===== config.mk =====
export PLATFORM = sky130hd
export DESIGN_NAME = pcpa_ctrl
export DESIGN_NICKNAME = d
export VERILOG_FILES = /design/src/rtl/pcpa_pkg.sv /design/src/rtl/pcpa_ctrl.sv
export SDC_FILE = /design/constraint.sdc
export NUM_CORES = 1
export LEC_CHECK = 0
export BUFFER_PORTS_ARGS = -buffer_cell sky130_fd_sc_hd__buf_4
export CORE_AREA = 4 4 41 43
export CTS_CLUSTER_DIAMETER = 40
export DETAILED_ROUTE_END_ITERATION = 8
export DIE_AREA = 0 0 45 47
export PLACE_DENSITY = 0.59
export SLEW_MARGIN = 0
export SYNTH_ARGS = -nofsm -noshare
export SYNTH_HDL_FRONTEND = slang
export SYNTH_SLANG_ARGS = --single-unit

===== constraint.sdc =====
create_clock -name i_clk -period 1.3 [get_ports i_clk]
set_input_delay 0.065 -clock i_clk [delete_from_list [all_inputs] [get_ports i_clk]]
set_output_delay 0.065 -clock i_clk [all_outputs]
set_load 0.02 [all_outputs]

===== src/rtl/pcpa_pkg.sv =====
// Package for the per-CPU page free list allocator.
// Holds operation, status and state codes, register reset values and the
// command and status structs shared by the controller and the datapath.
package pcpa_pkg;

    // Default sizes of the page store and the processor count.
    localparam int unsigned DEF_NUM_PAGES = 32768;
    localparam int unsigned DEF_NUM_CPUS  = 8;

    // Fixed widths of the payload.
    localparam int unsigned ADDR_W    = 40;
    localparam int unsigned FUNC_W    = 2;
    localparam int unsigned CPU_W     = 3;
    localparam int unsigned STATUS_W  = 2;
    localparam int unsigned PAGE_SH   = 12;

    // Configuration register indexes and reset values.
    localparam logic CFG_BASE = 1'b0;
    localparam logic CFG_TOP  = 1'b1;
    localparam logic [ADDR_W-1:0] BASE_RESET = 40'h0080000000;
    localparam logic [ADDR_W-1:0] TOP_RESET  = 40'h0088000000;

    // Operation codes.
    localparam logic [FUNC_W-1:0] FN_ALLOC = 2'd0;
    localparam logic [FUNC_W-1:0] FN_FREE  = 2'd1;
    localparam logic [FUNC_W-1:0] FN_INIT  = 2'd2;

    // Result status codes.
    localparam logic [STATUS_W-1:0] ST_OK       = 2'd0;
    localparam logic [STATUS_W-1:0] ST_OOM      = 2'd1;
    localparam logic [STATUS_W-1:0] ST_BAD_FREE = 2'd2;

    // Controller states.
    typedef enum logic [2:0] {
        S_IDLE,
        S_DISPATCH,
        S_CPU_RD,
        S_GLB_RD,
        S_INIT,
        S_ST_CPU,
        S_ST_WALK,
        S_ST_WR
    } t_state;

    // Datapath operations issued by the controller.
    typedef enum logic [4:0] {
        OP_NONE,
        OP_LATCH,
        OP_CPU_RD,
        OP_GLB_RD,
        OP_POP_CPU,
        OP_POP_GLB,
        OP_FREE,
        OP_INIT_SET,
        OP_INIT_PUSH,
        OP_ST_INIT,
        OP_ST_NEXT,
        OP_ST_LOAD,
        OP_ST_RD,
        OP_ST_PUSH,
        OP_ST_END,
        OP_RESP_OK,
        OP_RESP_OOM,
        OP_RESP_BAD
    } t_dp_op;

    typedef struct packed {
        t_dp_op op;
    } t_dp_cmd;

    // Conditions the datapath reports back to the controller.
    typedef struct packed {
        logic [FUNC_W-1:0] func;
        logic              cpu_nonempty;
        logic              glb_nonempty;
        logic              free_ok;
        logic              init_more;
        logic              st_end;
        logic              st_is_me;
        logic              walk_more;
    } t_dp_stat;

endpackage


===== src/rtl/pcpa_ctrl.sv =====
// Controller state machine of the page allocator.
// Depends on pcpa_pkg for states, datapath operations and status structs.
module pcpa_ctrl
    import pcpa_pkg::*;
(
    input  logic     i_clk,
    input  logic     i_rst_n,
    input  logic     i_start,
    input  t_dp_stat i_stat,
    output logic     o_busy,
    output t_dp_cmd  o_cmd
);

    t_state r_state;
    t_state n_state;

    // State register.
    always_ff @(posedge i_clk) begin
        if (!i_rst_n) begin
            r_state <= S_IDLE;
        end else begin
            r_state <= n_state;
        end
    end

    // Next state.
    always_comb begin
        n_state = r_state;
        case (r_state)
            S_IDLE: begin
                if (i_start) n_state = S_DISPATCH;
            end
            S_DISPATCH: begin
                case (i_stat.func)
                    FN_ALLOC: begin
                        if (i_stat.cpu_nonempty)      n_state = S_CPU_RD;
                        else if (i_stat.glb_nonempty) n_state = S_GLB_RD;
                        else                          n_state = S_ST_CPU;
                    end
                    FN_INIT: n_state = S_INIT;
                    default: n_state = S_IDLE;
                endcase
            end
            S_CPU_RD: n_state = S_IDLE;
            S_GLB_RD: n_state = S_IDLE;
            S_INIT: begin
                if (!i_stat.init_more) n_state = S_IDLE;
            end
            S_ST_CPU: begin
                if (i_stat.st_end) begin
                    n_state = i_stat.glb_nonempty ? S_GLB_RD : S_IDLE;
                end else if (!i_stat.st_is_me) begin
                    n_state = S_ST_WALK;
                end
            end
            S_ST_WALK: n_state = i_stat.walk_more ? S_ST_WR : S_ST_CPU;
            S_ST_WR:   n_state = S_ST_WALK;
            default:   n_state = S_IDLE;
        endcase
    end

    // Datapath commands.
    always_comb begin
        o_cmd.op = OP_NONE;
        case (r_state)
            S_IDLE: begin
                if (i_start) o_cmd.op = OP_LATCH;
            end
            S_DISPATCH: begin
                case (i_stat.func)
                    FN_ALLOC: begin
                        if (i_stat.cpu_nonempty)      o_cmd.op = OP_CPU_RD;
                        else if (i_stat.glb_nonempty) o_cmd.op = OP_GLB_RD;
                        else                          o_cmd.op = OP_ST_INIT;
                    end
                    FN_FREE: o_cmd.op = i_stat.free_ok ? OP_FREE : OP_RESP_BAD;
                    FN_INIT: o_cmd.op = OP_INIT_SET;
                    default: o_cmd.op = OP_RESP_OK;
                endcase
            end
            S_CPU_RD: o_cmd.op = OP_POP_CPU;
            S_GLB_RD: o_cmd.op = OP_POP_GLB;
            S_INIT:   o_cmd.op = i_stat.init_more ? OP_INIT_PUSH : OP_RESP_OK;
            S_ST_CPU: begin
                if (i_stat.st_end) begin
                    o_cmd.op = i_stat.glb_nonempty ? OP_GLB_RD : OP_RESP_OOM;
                end else begin
                    o_cmd.op = i_stat.st_is_me ? OP_ST_NEXT : OP_ST_LOAD;
                end
            end
            S_ST_WALK: o_cmd.op = i_stat.walk_more ? OP_ST_RD : OP_ST_END;
            S_ST_WR:   o_cmd.op = OP_ST_PUSH;
            default:   o_cmd.op = OP_NONE;
        endcase
    end

    assign o_busy = (r_state != S_IDLE);

endmodule


==> run_results.csv <==
group,metric,value,unit
status,status,"finished, violations left",
status,violations,"setup timing",
detailed_routing,drtIter0Drc,24,
hold_path,hold_path.class,"in2reg",
sta,hold-worst-slack,0.0713,ns
detailed_routing,num_vias,582,
synth,avgSynthCellArea,6.81,um2
worst_setup_path,max_stage_delay,0.31,ns
layout,multi_input_area,434,um2
global_routing,grt_pass1_vias,565,
hold_path,hp-start,"i_rst_n",
worst_setup_path,crit_required,1.24,ns
worst_setup_path,cp_max_fo,5,
synth,yosysWarnings,0,
global_routing,grt_usage,15.5,%
synth,ys_async_sr_fraction,0,%
clock_tree,cts.path.max_buffers,2,
hold_path,min_path_cells,2,
sta,fmaxAchievable,762,MHz
global_routing,overflow,0,
synth,syn_nets,80,
sta,worst_slack,-0.0130,ns
synth,syn_inst,68,
synth,synthTopCellsByArea,"dfxtp_1, nor2b_1, o21ai_0",
synth,synth.ff_latch_count,3,
sta,drv_slew,0,
layout,antenna_cells,0,
placed_design,pre_cts_slack,0.0297,ns
sta,grt_setup_unrepaired,"yes",
clock_tree,clk_pin_slew_worst_paths,0.04,ns
global_routing,grt_antenna_before_repair,0,
sta,finalSetupViolations,1,
detailed_routing,drt_wl_total,1500,um
placed_design,dp.cells,100,
layout,reg_top3,"r_state (3)",
synth,synth-edff-count,0,
synth,synth_top_area_share,13.0,%
worst_setup_path,cp_num_buf_inv,2,
global_routing,grt_pass1_wl,2350,um
detailed_routing,via_per_inst,5.44,
floorplan,core_region_area,0.00130,mm2
worst_setup_path,worstReg2RegEnd,"r_state[1]$_SDFFE_PN0P_",
pwr,p_leak,0.347,nW
sta,finalCritPeriodShare,101,%
worst_setup_path,crit_chain,"nand2b_4 -> buf_6 -> nand3b_1 -> o41ai_2 -> buf_4",
clock_tree,htreeDepth,1,
floorplan,die-area,0.00212,mm2
placed_design,dp_hpwl,1020,um
synth,yosys.area.top_type,"dfxtp_1",
worst_setup_path,reg2regPathDepth,4,
clock_tree,clock-root-buffer,"clkbuf_4",
worst_setup_path,cp.arrival,1.25,ns
job,maxCapViolCount,0,
detailed_routing,detail_route.first_pass.iterations,4,
synth,synth_cell_types,33,
worst_setup_path,end_kind,"primary output",
sta,fin_skew,0.000755,ns
worst_setup_path,critPathSlowestCell,"dfxtp_2",
sta,hold_viol,0,
placed_design,numPortBuffers,17,
layout,finalNonFillerCells,107,
global_routing,grt_start_max_net_pins,10,
layout,drive_gt1_share,55.4,%
placed_design,post_dp_cell_area,628,um2
floorplan,initial_core_util,35.6,%
clock_tree,clkSinkCount,3,
layout,fill_cells,132,
detailed_routing,drcViolationCount,0,
pwr,ir_drop,363,uV
placed_design,gp_congestion,0.779,
worst_setup_path,critPathTopFamily,"simple AND/OR/NAND/NOR gates",
synth,ys_seq_area_share,13.0,%
detailed_routing,drtAntennaViolNets,0,
clock_tree,clock_latency,0.24,ns
floorplan,io_pins,18,
worst_setup_path,regToRegStartpoint,"r_state[2]$_SDFFE_PN0P_",
synth,ys.flop_type,"dfxtp_1",
worst_setup_path,worstSetupStartpointType,"flop",
synth,synthTopCellsByCount,"nor2_1, nor2b_1, nand2_1, o21ai_0, a21oi_1",
sta,fin_setup_tns,-0.0130,ns
sta,worst_pin_slew,0.330,ns
floorplan,die_h,47,um
sta,maxSlewHeadroom,78.0,%
worst_setup_path,reg2reg_setup_slack,0.03,ns
floorplan,die_w,45,um
sta,period_minus_slack,1.31,ns
detailed_routing,routedWlPerCell,14.0,um
clock_tree,cts_tree,"built",
layout,area_growth_syn_to_layout,65.1,%
layout,regMostFlops,"r_state",
floorplan,num_rows,13,
layout,seq_area,63.8,um2
layout,largest_reg_flops,3,
worst_setup_path,critPathKind,"reg2out",
hold_path,hold-path-endpoint,"r_state[2]$_SDFFE_PN0P_",
clock_tree,numCtsBuffers,3,
pwr,p_per_area,756,mW/mm2
synth,syn_area,463,um2
layout,nNetsFinal,105,
layout,design_area,764,um2
where the power goes:
part | switching, mW | internal [mW]
Sequential | 0.00676 | 0.0994
Combinational | 0.153 | 0.149
Clock | 0.0540 | 0.115
Total | 0.214 | 0.364
how the worst max path moves through the flow:
stage | start | endpoint | cells past startpoint
after floorplan | r_state[2]$_SDFFE_PN0P_ | o_cmd[1] | 4
after global placement | r_state[2]$_SDFFE_PN0P_ | r_state[1]$_SDFFE_PN0P_ | 4
after detailed placement | r_state[2]$_SDFFE_PN0P_ | r_state[1]$_SDFFE_PN0P_ | 4
after CTS | r_state[1]$_SDFFE_PN0P_ | o_cmd[1] | 5
after global routing | r_state[1]$_SDFFE_PN0P_ | o_cmd[1] | 5
final | r_state[1]$_SDFFE_PN0P_ | o_cmd[1] | 5
routing by layer:
metal  wire length [um]  track usage, %  vias up
met5                  0               0        -
met4                 29            10.5        0
met3                 91               0        5
met2                724            28.5       26
met1                650            17.6      259
li1                   -               -      292
cells in the final DEF, fill, tap and decap left out, types with 2 or more instances in the layout:
| cell | count |
|---|---|
| clkbuf_4 | 3 |
| buf_6 | 5 |
| nand3_1 | 3 |
| o21ai_0 | 2 |
| a211o_1 | 2 |
| nor2_1 | 3 |
| nand2b_4 | 2 |
| nand2_1 | 5 |
| o21ai_1 | 2 |
| mux2i_1 | 2 |
| nor2_4 | 2 |
| dfxtp_2 | 3 |
| buf_4 | 21 |
| nor2b_1 | 6 |
| o22ai_1 | 2 |
| a21oi_2 | 4 |
kinds of logic (layout without fill, tap and decap cells):
family	Yosys count	count (layout)	share of synthesized area [%]
xor gates and xnor gates	1	1	1.89
and+or+nand+nor	31	31	36.5
buffers and inverters	8	32	10.5
DFF	3	3	13.0
muxes	2	2	4.32
AOI/OAI and AO/OA	23	23	33.8
per-stage QoR:
| step | power [mW] | util, % |
|---|---|---|
| 2_1_floorplan | 0.260 | - |
| 3_3_place_gp | 0.359 | 48.3 |
| 3_5_place_dp | 0.358 | 48.3 |
| 4_1_cts | 0.564 | 55.8 |
| 5_1_grt | 0.610 | 58.8 |
| 6_report | 0.578 | 58.8 |
final cells by class:
type | instances | share of cell area, %
Timing Repair Buffer | 26 | 28.0
Sequential cell | 3 | 8.35
Clock buffer | 4 | 3.44
Tap cell | 15 | 2.45
Inverter | 2 | 0.982
Multi-Input combinational cell | 57 | 56.8
repair_timing:
item	CTS	global route
pin swaps	3	3
endpoints found under the hold margin	0	0
gates resized for setup	18	10
buffers inserted	3	0
hold buffers	0	0
endpoints found under the setup margin	6	8
Note: power is estimated with default switching activity, not from simulation.
